$ cat config.mk
export PLATFORM = sky130hd
export DESIGN_NAME = dpal_ctrl
export DESIGN_NICKNAME = d
export VERILOG_FILES = /design/src/sv/dwt_periodic_analysis_line_macros.svh /design/src/sv/dpal_pkg.sv /design/src/sv/dpal_ctrl.sv
export SDC_FILE = /design/constraint.sdc
export NUM_CORES = 1
export LEC_CHECK = 0
export BUFFER_PORTS_ARGS = -buffer_cell sky130_fd_sc_hd__buf_4
export CORE_AREA = 2 2 39 41
export CTS_BUF_LIST = sky130_fd_sc_hd__clkbuf_8
export CTS_CLUSTER_SIZE = 24
export DETAILED_ROUTE_END_ITERATION = 10
export DIE_AREA = 0 0 41 43
export HOLD_SLACK_MARGIN = 0.06
export PLACE_DENSITY = 0.5
export SYNTH_ARGS = -nofsm -noshare
export SYNTH_HDL_FRONTEND = slang
export SYNTH_SLANG_ARGS = --single-unit
$ cat constraint.sdc
create_clock -name clk -period 1.4 [get_ports clk]
set_input_delay 0.07 -clock clk [delete_from_list [all_inputs] [get_ports clk]]
set_output_delay 0.07 -clock clk [all_outputs]
set_load 0.01 [all_outputs]
$ cat src/sv/dwt_periodic_analysis_line_macros.svh
// Assertion macros shared by the periodic wavelet analysis line RTL.
`ifndef DWT_PERIODIC_ANALYSIS_LINE_MACROS_SVH
`define DWT_PERIODIC_ANALYSIS_LINE_MACROS_SVH
`ifndef SYNTHESIS
// Property must hold at every clock edge outside reset.
`define DPAL_ASSERT(lbl, prop, msg) \
  lbl: assert property (@(posedge clk) disable iff (rst) (prop)) else $error(msg);
// Condition must never be true outside reset.
`define DPAL_NEVER(lbl, expr, msg) \
  lbl: assert property (@(posedge clk) disable iff (rst) !(expr)) else $error(msg);
`else
`define DPAL_ASSERT(lbl, prop, msg)
`define DPAL_NEVER(lbl, expr, msg)
`endif
`endif

$ cat src/sv/dpal_pkg.sv
// Constants, codes and controller/datapath interface types for the analysis line.
package dpal_pkg;

  localparam int MAX_TAPS      = 8;
  localparam int LINE_MAX      = 1024;
  localparam int SAMPLE_WIDTH  = 16;
  localparam int TAP_FRAC_BITS = 14;

  localparam int TAP_W       = 16;
  localparam int TAP_IDX_W   = $clog2(MAX_TAPS);
  localparam int TAP_CNT_W   = $clog2(MAX_TAPS + 1);
  localparam int POS_W       = $clog2(LINE_MAX);
  localparam int LEN_W       = POS_W + 1;
  localparam int PROD_W      = SAMPLE_WIDTH + TAP_W;
  localparam int HALF_TAPS   = MAX_TAPS / 2;
  localparam int S1_W        = PROD_W + 1;
  localparam int ACC_W       = PROD_W + TAP_IDX_W;
  localparam int COEF_W      = 20;
  localparam int COEF_MAX    = 524287;
  localparam int COEF_MIN    = -524288;
  localparam int BAND_W      = 2;

  localparam int CFG_INDEX_W = 3;
  localparam int CFG_DATA_W  = 64;

  localparam int IN_TDATA_W  = ((SAMPLE_WIDTH + 7) / 8) * 8;
  localparam int OUT_TDATA_W = ((COEF_W + POS_W + 7) / 8) * 8;
  localparam int OUT_PAD_W   = OUT_TDATA_W - COEF_W - POS_W;
  localparam int OUT_TUSER_W = BAND_W + 1;

  // register indexes
  localparam logic [CFG_INDEX_W-1:0] REG_TAP_COUNT        = 3'd0;
  localparam logic [CFG_INDEX_W-1:0] REG_LINE_LENGTH      = 3'd1;
  localparam logic [CFG_INDEX_W-1:0] REG_LOW_TAPS_FIRST   = 3'd2;
  localparam logic [CFG_INDEX_W-1:0] REG_LOW_TAPS_SECOND  = 3'd3;
  localparam logic [CFG_INDEX_W-1:0] REG_HIGH_TAPS_FIRST  = 3'd4;
  localparam logic [CFG_INDEX_W-1:0] REG_HIGH_TAPS_SECOND = 3'd5;

  // band codes
  localparam logic [BAND_W-1:0] BAND_LOW  = 2'd0;
  localparam logic [BAND_W-1:0] BAND_HIGH = 2'd1;
  localparam logic [BAND_W-1:0] BAND_PASS = 2'd2;

  // output register source select
  localparam logic [1:0] OUT_LO    = 2'd0;
  localparam logic [1:0] OUT_HI    = 2'd1;
  localparam logic [1:0] OUT_TRAIL = 2'd2;

  typedef struct packed {
    logic       accept;
    logic       pair_init;
    logic       gather;
    logic       next_pair;
    logic       load_out;
    logic [1:0] out_sel;
  } dpal_cmd_t;

  typedef struct packed {
    logic pair_pending;
    logic trailing;
    logic gather_last;
    logic out_free;
  } dpal_status_t;

endpackage

$ cat src/sv/dpal_ctrl.sv
// Sequencer for the analysis line: accept, gather, multiply-accumulate, emit.
module dpal_ctrl import dpal_pkg::*; (
  input  logic         clk,
  input  logic         rst,
  input  logic         in_valid,
  output logic         in_ready,
  input  dpal_status_t status,
  output dpal_cmd_t    cmd
);

  localparam logic [3:0] ST_IDLE    = 4'd0;
  localparam logic [3:0] ST_CHECK   = 4'd1;
  localparam logic [3:0] ST_GATHER  = 4'd2;
  localparam logic [3:0] ST_DRAIN   = 4'd3;
  localparam logic [3:0] ST_MUL     = 4'd4;
  localparam logic [3:0] ST_SUM1    = 4'd5;
  localparam logic [3:0] ST_SUM2    = 4'd6;
  localparam logic [3:0] ST_EMIT_LO = 4'd7;
  localparam logic [3:0] ST_EMIT_HI = 4'd8;
  localparam logic [3:0] ST_TRAIL   = 4'd9;

  logic [3:0] state;
  logic [3:0] state_next;

  always_ff @(posedge clk) begin
    if (rst) begin
      state <= ST_IDLE;
    end else begin
      state <= state_next;
    end
  end

  assign in_ready = (state == ST_IDLE);

  always_comb begin
    state_next = state;
    cmd        = '0;
    cmd.out_sel = OUT_LO;
    case (state)
      ST_IDLE: begin
        if (in_valid) begin
          cmd.accept = 1'b1;
          state_next = ST_CHECK;
        end
      end
      ST_CHECK: begin
        if (status.pair_pending) begin
          cmd.pair_init = 1'b1;
          state_next    = ST_GATHER;
        end else if (status.trailing) begin
          state_next = ST_TRAIL;
        end else begin
          state_next = ST_IDLE;
        end
      end
      ST_GATHER: begin
        cmd.gather = 1'b1;
        if (status.gather_last) begin
          state_next = ST_DRAIN;
        end
      end
      ST_DRAIN: state_next = ST_MUL;
      ST_MUL:   state_next = ST_SUM1;
      ST_SUM1:  state_next = ST_SUM2;
      ST_SUM2:  state_next = ST_EMIT_LO;
      ST_EMIT_LO: begin
        if (status.out_free) begin
          cmd.load_out = 1'b1;
          cmd.out_sel  = OUT_LO;
          state_next   = ST_EMIT_HI;
        end
      end
      ST_EMIT_HI: begin
        if (status.out_free) begin
          cmd.load_out  = 1'b1;
          cmd.out_sel   = OUT_HI;
          cmd.next_pair = 1'b1;
          state_next    = ST_CHECK;
        end
      end
      ST_TRAIL: begin
        if (status.out_free) begin
          cmd.load_out = 1'b1;
          cmd.out_sel  = OUT_TRAIL;
          state_next   = ST_IDLE;
        end
      end
      default: state_next = ST_IDLE;
    endcase
  end

endmodule

==> results of run 1 <==
[critical path, cell delays in order, from the launching register on]
cell and delay, ns:
dfxtp_1 0.33, buf_4 0.19, nor4_4 0.27, and2_1 0.16, buf_4 0.11
[layer usage]
| metal | track usage (%) | up-vias |
|---|---|---|
| met3 | 4.71 | 2 |
| met1 | 16.3 | 174 |
| met5 | 0 | - |
| li1 | - | 197 |
| met4 | 12.0 | 0 |
| met2 | 18.4 | 17 |
[timing repair]
action,in CTS,in global routing
endpoints found under the setup margin,2,4
gates resized for setup,2,1
pin swaps,0,1
[cells by family (layout without fill, tap and decap cells)]
kind of cell | count (synthesis) | in the layout
AOI/OAI and AO/OA | 10 | 10
buffers and inverters | 6 | 24
DFF | 4 | 4
muxes | 2 | 2
and+or+nand+nor | 22 | 22
[cell usage after synthesis (2+ instances only)]
library cell / count / share of area [%]
nor4b_1: 2 / 4.9
and2_1: 2 / 3.5
mux2i_1: 2 / 5.6
and3_1: 3 / 5.3
a21o_1: 2 / 4.2
nor2_1: 2 / 2.1
o21ai_0: 2 / 2.8
o31ai_1: 2 / 4.2
dfxtp_1: 4 / 22
nand2b_1: 3 / 5.3
nand3b_1: 2 / 4.2
inv_1: 2 / 2.1
[per-stage QoR]
step	hold slack, ns	total power, mW	utilization, %
floorplan	0.171	0.216	-
global placement	0.298	0.280	35.5
detailed placement	0.301	0.278	35.5
CTS	0.0734	0.530	39.4
global route	0.0856	0.570	40.1
finish	0.0803	0.529	40.1
[area by class of cell]
class                           count  area, µm²  share of cell area (%)
Tap cell                           16       20.0                    3.61
Clock buffer                        3       41.3                    7.45
Multi-Input combinational cell     34        263                    47.4
Inverter                            2       7.51                    1.35
Timing Repair Buffer               19        143                    25.7
Sequential cell                     4       80.1                    14.4
[report_power, final]
group | leakage (nW) | switching [mW] | internal (mW)
Clock | 0.0216 | 0.0539 | 0.183
Sequential | 0.0326 | 0.00734 | 0.124
Combinational | 0.219 | 0.0754 | 0.0858
Total | 0.274 | 0.137 | 0.392
[worst paths after layout]
path                                       startpoint  slack [ns]                    end  cells after the start
worst max-delay path            state[1]$_SDFFE_PP0P_        0.06                 cmd[6]                      4
worst min-delay path                              rst        0.08  state[3]$_SDFFE_PP0P_                      2
worst max register to register  state[1]$_SDFFE_PP0P_        0.12  state[1]$_SDFFE_PP0P_                      4
worst min register to register  state[3]$_SDFFE_PP0P_        0.66  state[3]$_SDFFE_PP0P_                      3
==> run metrics, run 1 <==
outcome finished clean; Placed Cells 75; Highest Signal Layer met4; Yosys warnings 0; simple-gate area share of the yosys netlist between 40% and 50%; clk buf depth 2; Setup crit end kind output pin; CTS tree yes; Routed WL between 900 and 1000 µm; antenna cells 0; synthesis-stage register bit count 4; final instance area ~550 µm²; Crit path arrival time 1.27 ns; Layout Skew around 0.0024 ns; layout cell share with drive strength beyond 1 41.9%; Post-Synth Adder-Cell Area 0%; die footprint roughly 1800 µm²; Starting Density around a quarter; peak supply drop roughly 0.00047 V; fin. max-slew vios 0; Post-CTS Setup Inserts 0; clock slew at reported path FFs 0.03 ns; routed wl met2 ~480 µm; vias in the first global route about 360; Overflow after GRT 0; residual DRC count 0; non-filler cells, final 78; post-synthesis xor/xnor area fraction 0%; via count 390; RD Place Congestion around 0.76; CTS sink cnt 4; syn_nets a little over 50; area delta synth->final 55.4%; Mean Syn Cell Area 8.10 µm²; Achievable Freq approximately 0.75 GHz; Routed Antenna Nets 0; routed length per instance 11.6 µm; clock root cell clkbuf_8; complex-gate fraction of the synthesized area 19.6%; Buffers on Ports 14; most frequent cells in the layout buf_4 (19), dfxtp_1 (4), and3_1 (3), nand2b_1 (3), clkbuf_8 (3); Die Width approximately 41 µm; Hold Path Class in -> reg; register area share after synthesis between 20% and 30%; Main synth FF type dfxtp_1; Final Hold Fails 0; die height between 40 and 50 µm; # setup viols final 0; Fillers ~140; io pins 15; Vias/cell ~5.0; Req. time, crit path 1.33 ns; RSZ-0062 raised after global routing true; initial DRC count 8; max_cap viols 0; Biggest register state; CTS Buf Count 3; largest net degree at the start of global routing 11; Post-Syn Area roughly 360 µm²; clk_lat worst skew roughly 0.21 ns; first-pass GRT wire length 1540 µm; routed length on met3 70 µm; critical-path maximum fanout 10; unique cell type count in the Yosys netlist 28; drt pass-1 iters 4; H-Tree Level Count 1; Post-Place Setup Slack ~0.14 ns; critical path type reg -> out; Setup crit start kind flip-flop; antenna violations before repair 0; Final nets 71; Leakage approximately 0.27 nW; slew margin rel. between 70% and 80%; Async S/R FF share, synth 0%; row count 14; Metal-1 WL approximately 350 µm; biggest regs state (4); PwrDens 954 nW/µm²; max FFs per register 4; post-layout min period between 1 and 1.5 ns; Final HPWL DP 672 µm; CORE AREA between 1000 and 1500 µm²; fin crit share a little over nine tenths; TNS Setup 0 ns; Post-synth EDFFs 0; mux cell area share after synthesis 5.61%; commonest non-fill, non-tap cell in the layout buf_4; actual slew at the worst max-slew pin about 0.38 ns; Global Route Usage Sum 13.7%; largest family of logic cells by synthesized area simple AND/OR/NAND/NOR gates; instance count of the mapped netlist 44; DP Area 492 µm²; Hold-fix buffers, CTS 0; setup ws final about 0.06 ns
Power figures use the tool's default switching activity.
==> run 2, diff against run 1 <==
--- a/config.mk
+++ b/config.mk
@@ -12,7 +12,7 @@
 export DETAILED_ROUTE_END_ITERATION = 10
 export DIE_AREA = 0 0 41 43
 export HOLD_SLACK_MARGIN = 0.06
-export PLACE_DENSITY = 0.5
+export PLACE_DENSITY = 0.52
 export SYNTH_ARGS = -nofsm -noshare
 export SYNTH_HDL_FRONTEND = slang
 export SYNTH_SLANG_ARGS = --single-unit
==> constraint.sdc (replaced) <==
create_clock -name clk -period 1.2 [get_ports clk]
set_input_delay 0.06 -clock clk [delete_from_list [all_inputs] [get_ports clk]]
set_output_delay 0.06 -clock clk [all_outputs]
set_load 0.01 [all_outputs]
==> run metrics, run 2 (synthesis results as in run 1) <==
clk buf depth 2 (unchanged); layout cell share with drive strength beyond 1 55.2% (+13 points); initial DRC count 6 (-2); slew margin rel. 82.8% (+8.3 points); ordered list of cells on the worst path buf_6, nand2b_4, nor4b_4, buf_4; # setup viols final 8 (+8); peak supply drop 0.000407 V (-13%); Routed Antenna Nets 0 (unchanged); routed length per instance 11.4 µm (-2.0%); via count 413 (+5.9%); Final HPWL DP 710 µm (+5.8%); residual DRC count 0 (unchanged); die height 43 µm (unchanged); failing checks setup timing; setup ws final -0.0898 ns (-0.149 ns); antenna violations before repair 0 (unchanged); vias in the first global route 391 (+7.7%); Hold Path Class in -> reg; Tot Pwr 0.668 mW (+26%); max FFs per register 4 (unchanged); first-pass GRT wire length 1500 µm (-2.7%); antenna cells 0 (unchanged); Setup crit start kind flip-flop; Leakage 0.320 nW (+17%); PwrDens 1020 nW/µm² (+6.5%); Hold-fix buffers, CTS 0 (unchanged); area of the multi-input gates 297 µm² (+13%); Final Hold Fails 0 (unchanged); Die Width 41 µm (unchanged); clock slew at reported path FFs 0.03 ns (about the same); post-layout min period 1.29 ns; Layout Skew 0.00164 ns (-0.000724 ns); CTS tree yes; biggest regs state (4); Biggest register state; DP Area 513 µm² (+4.3%); fin. max-slew vios 0 (unchanged); CTS Buf Count 3 (unchanged); Final nets 76 (+7.0%); Vias/cell 4.98 (-0.48%); RSZ-0062 raised after global routing true; Starting Density 25.8% (unchanged); max_cap viols 0 (unchanged); slowest CP cell dfxtp_4; fin crit share 107%; Fillers 132 (-7.0%); row count 14 (unchanged); outcome finished with violations; Setup crit end kind output pin; Overflow after GRT 0 (unchanged); Buffers on Ports 14 (unchanged); Reg area 88.8 µm² (+11%); most frequent cells in the layout buf_4 (19), buf_6 (4), and3_1 (3), clkbuf_8 (3); Req. time, crit path 1.14 ns (-0.19 ns); H-Tree Level Count 1 (unchanged); critical path type reg -> out; io pins 15 (unchanged); Achievable Freq about 0.78 GHz; actual slew at the worst max-slew pin 0.258 ns (-0.119 ns); final instance area 657 µm² (+19%); commonest non-fill, non-tap cell in the layout buf_4; drt pass-1 iters 4 (unchanged); Global Route Usage Sum 12.1% (-1.7 points); CTS sink cnt 4 (unchanged); worst hold slack 0.0651 ns (-0.0152 ns); clk_lat worst skew 0.21 ns (about the same); critical-path maximum fanout 6 (-4); Crit path arrival time 1.23 ns (-0.04 ns); RD Place Congestion 0.726 (-4.7%); area delta synth->final 84.2%; clock root cell clkbuf_8; CORE AREA 1380 µm² (unchanged); Routed WL 944 µm (+4.3%); largest net degree at the start of global routing 11 (unchanged); die footprint 1760 µm² (unchanged); CP max stage delay 0.35 ns (+0.02 ns)
==> run 2: cell count changes in the layout (fill, tap and decap cells not counted), sizes merged <==
cell / before / now
buf: 19 / 24
==> run 2: timing repair <==
action                                  4_1_cts  5_1_grt
endpoints found under the setup margin       11       11
pin swaps                                     4        4
gates resized for setup                      12        6
setup buffers                                 2        1
==> run 2: per-stage QoR <==
stage / instances / util [%] / TNS [ns] / setup slack (ns)
after detailed placement: 77 / 37.1 / -0.174 / -0.100
after floorplan: 44 / - / -0.139 / -0.0532
after global placement: 77 / 37.1 / -0.261 / -0.112
after global routing: 83 / 47.5 / -1.02 / -0.143
after CTS: 82 / 44.8 / -0.438 / -0.120
final: 83 / 47.5 / -0.403 / -0.0898
==> run 2: metal layers <==
metal	part of all wire (%)	global-route usage, %	wire length (µm)
met3	7.7	3.66	73
met4	0	4.00	0
met1	42	13.9	399
met2	50	20.0	471
met5	0	0	0
==> run 2: power by group <==
group          internal, mW  switching (mW)
clock                 0.214          0.0665
combinational         0.133          0.0982
sequential            0.143          0.0127
==> run 2: final timing paths <==
check	startpoint	to	slack [ns]	cells past startpoint
setup reg to reg	state[1]$_SDFFE_PP0P_	state[1]$_SDFFE_PP0P_	-0.07	5
hold / removal	rst	state[3]$_SDFFE_PP0P_	0.07	2
setup / recovery	state[1]$_SDFFE_PP0P_	cmd[5]	-0.09	4
hold reg to reg	state[1]$_SDFFE_PP0P_	state[2]$_SDFFE_PP0P_	0.62	2
==> run 2: layout make-up <==
cell class / count / share of cell area (%)
Inverter: 2 / 1.14
Clock buffer: 3 / 6.29
Timing Repair Buffer: 24 / 30.9
Tap cell: 16 / 3.05
Sequential cell: 4 / 13.5
Multi-Input combinational cell: 34 / 45.1
==> run 2: critical path: cells and delay by family, from the launching register on <==
family                 cells  cell delay (ns)
buffers and inverters      2             0.28
flip-flops                 1             0.35
AND/OR/NAND/NOR            2             0.37
==> run 3, diff against run 2 <==
--- a/config.mk
+++ b/config.mk
@@ -13,6 +13,7 @@
 export DIE_AREA = 0 0 41 43
 export HOLD_SLACK_MARGIN = 0.06
 export PLACE_DENSITY = 0.52
+export SKIP_CTS_REPAIR_TIMING = 1
 export SYNTH_ARGS = -nofsm -noshare
 export SYNTH_HDL_FRONTEND = slang
 export SYNTH_SLANG_ARGS = --single-unit
==> run metrics, run 3 (synthesis results as in run 1) <==
outcome finished with violations; failing checks setup timing; die footprint 1760 µm² (unchanged); row count 14 (unchanged); routed length per instance 12.2 µm (+7.5%); clock root cell clkbuf_8; Setup crit start kind flip-flop; drt pass-1 iters 4 (unchanged); CTS sink cnt 4 (unchanged); ordered list of cells on the worst path buf_8, nand2b_4, nor4b_4, buf_4; Die Width 41 µm (unchanged); Final Hold Fails 0 (unchanged); Leakage 0.296 nW (-7.4%); commonest non-fill, non-tap cell in the layout buf_4; max FFs per register 4 (unchanged); CTS Buf Count 3 (unchanged); area delta synth->final 76.5%; fin crit share 110% (+2.4 points); most frequent cells in the layout buf_4 (18), and3_1 (3), clkbuf_8 (3), buf_6 (3); Setup crit end kind output pin; slew margin rel. 74.8% (-7.9 points); Starting Density 25.8% (unchanged); Final nets 74 (-2.6%); Vias/cell 5.05 (+1.5%); antenna violations before repair 0 (unchanged); largest net degree at the start of global routing 11 (unchanged); Buffers on Ports 14 (unchanged); residual DRC count 0 (unchanged); actual slew at the worst max-slew pin 0.372 ns (+0.114 ns); Req. time, crit path 1.14 ns (about the same); first-pass GRT wire length 1390 µm (-6.9%); initial DRC count 10 (+4); final core occ 45.5% (-2.0 points); io pins 15 (unchanged); Hold Path Class in -> reg; Placed Cells 77 (unchanged); critical path type reg -> out; H-Tree Level Count 1 (unchanged); critical-path maximum fanout 8 (+2); Final HPWL DP 710 µm (unchanged); slowest CP cell dfxtp_4; TNS Setup -0.465 ns (-0.0626 ns); Achievable Freq 0.758 GHz (-2.2%); max_cap viols 0 (unchanged); RD Place Congestion 0.726 (unchanged); Routed WL 990 µm (+4.9%); vias in the first global route 350 (-10%); non-filler cells, final 81 (-2.4%); Layout Skew 0.00251 ns (+0.000868 ns); biggest regs state (4); clock slew at reported path FFs 0.03 ns (about the same); Overflow after GRT 0 (unchanged); clk_lat worst skew 0.22 ns (about the same); setup ws final -0.118 ns (-0.0287 ns); PwrDens 1060 nW/µm² (+4.1%); fin. max-slew vios 0 (unchanged); die height 43 µm (unchanged); RSZ-0062 raised after global routing true; # setup viols final 9 (+1); Routed Antenna Nets 0 (unchanged); DP Area 513 µm² (unchanged); clk buf depth 2 (unchanged); via count 409 (-0.97%); Global Route Usage Sum 11.3% (-0.82 points); post-layout min period 1.32 ns (+0.0287 ns); CP max stage delay 0.36 ns (about the same); CORE AREA 1380 µm² (unchanged); peak supply drop 0.000411 V (+1.0%); final instance area 629 µm² (-4.2%); Crit path arrival time 1.26 ns (+0.03 ns); layout cell share with drive strength beyond 1 53.8% (-1.4 points); CTS tree yes; antenna cells 0 (unchanged); Biggest register state
==> run 3: changes by cell type in the layout (fill, tap and decap cells not counted) <==
cell     previous run  this run
dfxtp_2             1         2
dfxtp_4             2         1
o21ba_2             0         1
nor4b_2             1         0
nor4b_1             0         1
buf_4              19        18
o21ba_1             1         0
buf_6               4         3
==> run 3: final cells by class <==
type	count	area [µm²]
fillers	138	754
repair buffers	22	184
well taps	16	20.0
inverters	2	7.51
clock buffers	3	41.3
flip-flops and latches	4	86.3
multi-input cells	34	290
==> run 3: path summary, 6_finish.rpt <==
kind | startpoint | to | slack (ns) | cells past startpoint
worst max-delay path | state[1]$_SDFFE_PP0P_ | cmd[5] | -0.12 | 4
worst min-delay path | rst | state[3]$_SDFFE_PP0P_ | 0.06 | 2
worst max register to register | state[1]$_SDFFE_PP0P_ | state[3]$_SDFFE_PP0P_ | -0.05 | 4
worst min register to register | state[2]$_SDFFE_PP0P_ | state[2]$_SDFFE_PP0P_ | 0.61 | 2
==> run 3: stage by stage <==
| stage | hold slack (ns) | total power, mW | setup slack, ns |
|---|---|---|---|
| CTS | 0.0711 | 0.613 | -0.232 |
| detailed placement | 0.291 | 0.333 | -0.100 |
| finish | 0.0641 | 0.666 | -0.118 |
| global placement | 0.291 | 0.335 | -0.112 |
| global route | 0.0798 | 0.698 | -0.184 |
| floorplan | 0.161 | 0.258 | -0.0532 |
==> run 3: power breakdown <==
part	switching (mW)	internal, mW	total [mW]	leakage, nW
clock	0.0679	0.214	0.282	0.0216
combinational	0.0980	0.129	0.227	0.240
sequential	0.0123	0.145	0.157	0.0344
==> run 3: layer usage <==
metal  wire length, µm  global-route usage (%)  part of all wire [%]
met2               483                    17.5                    49
met1               428                    13.9                    43
met4                 0                    4.00                     0
met3                79                    3.66                   8.0
met5                 0                       0                     0
==> run 3: worst max-delay path: cells and delay by family, from the launching register on <==
family | cells | cell delay [ns]
DFF | 1 | 0.36
buffers and inverters | 2 | 0.29
and+or+nand+nor | 2 | 0.40
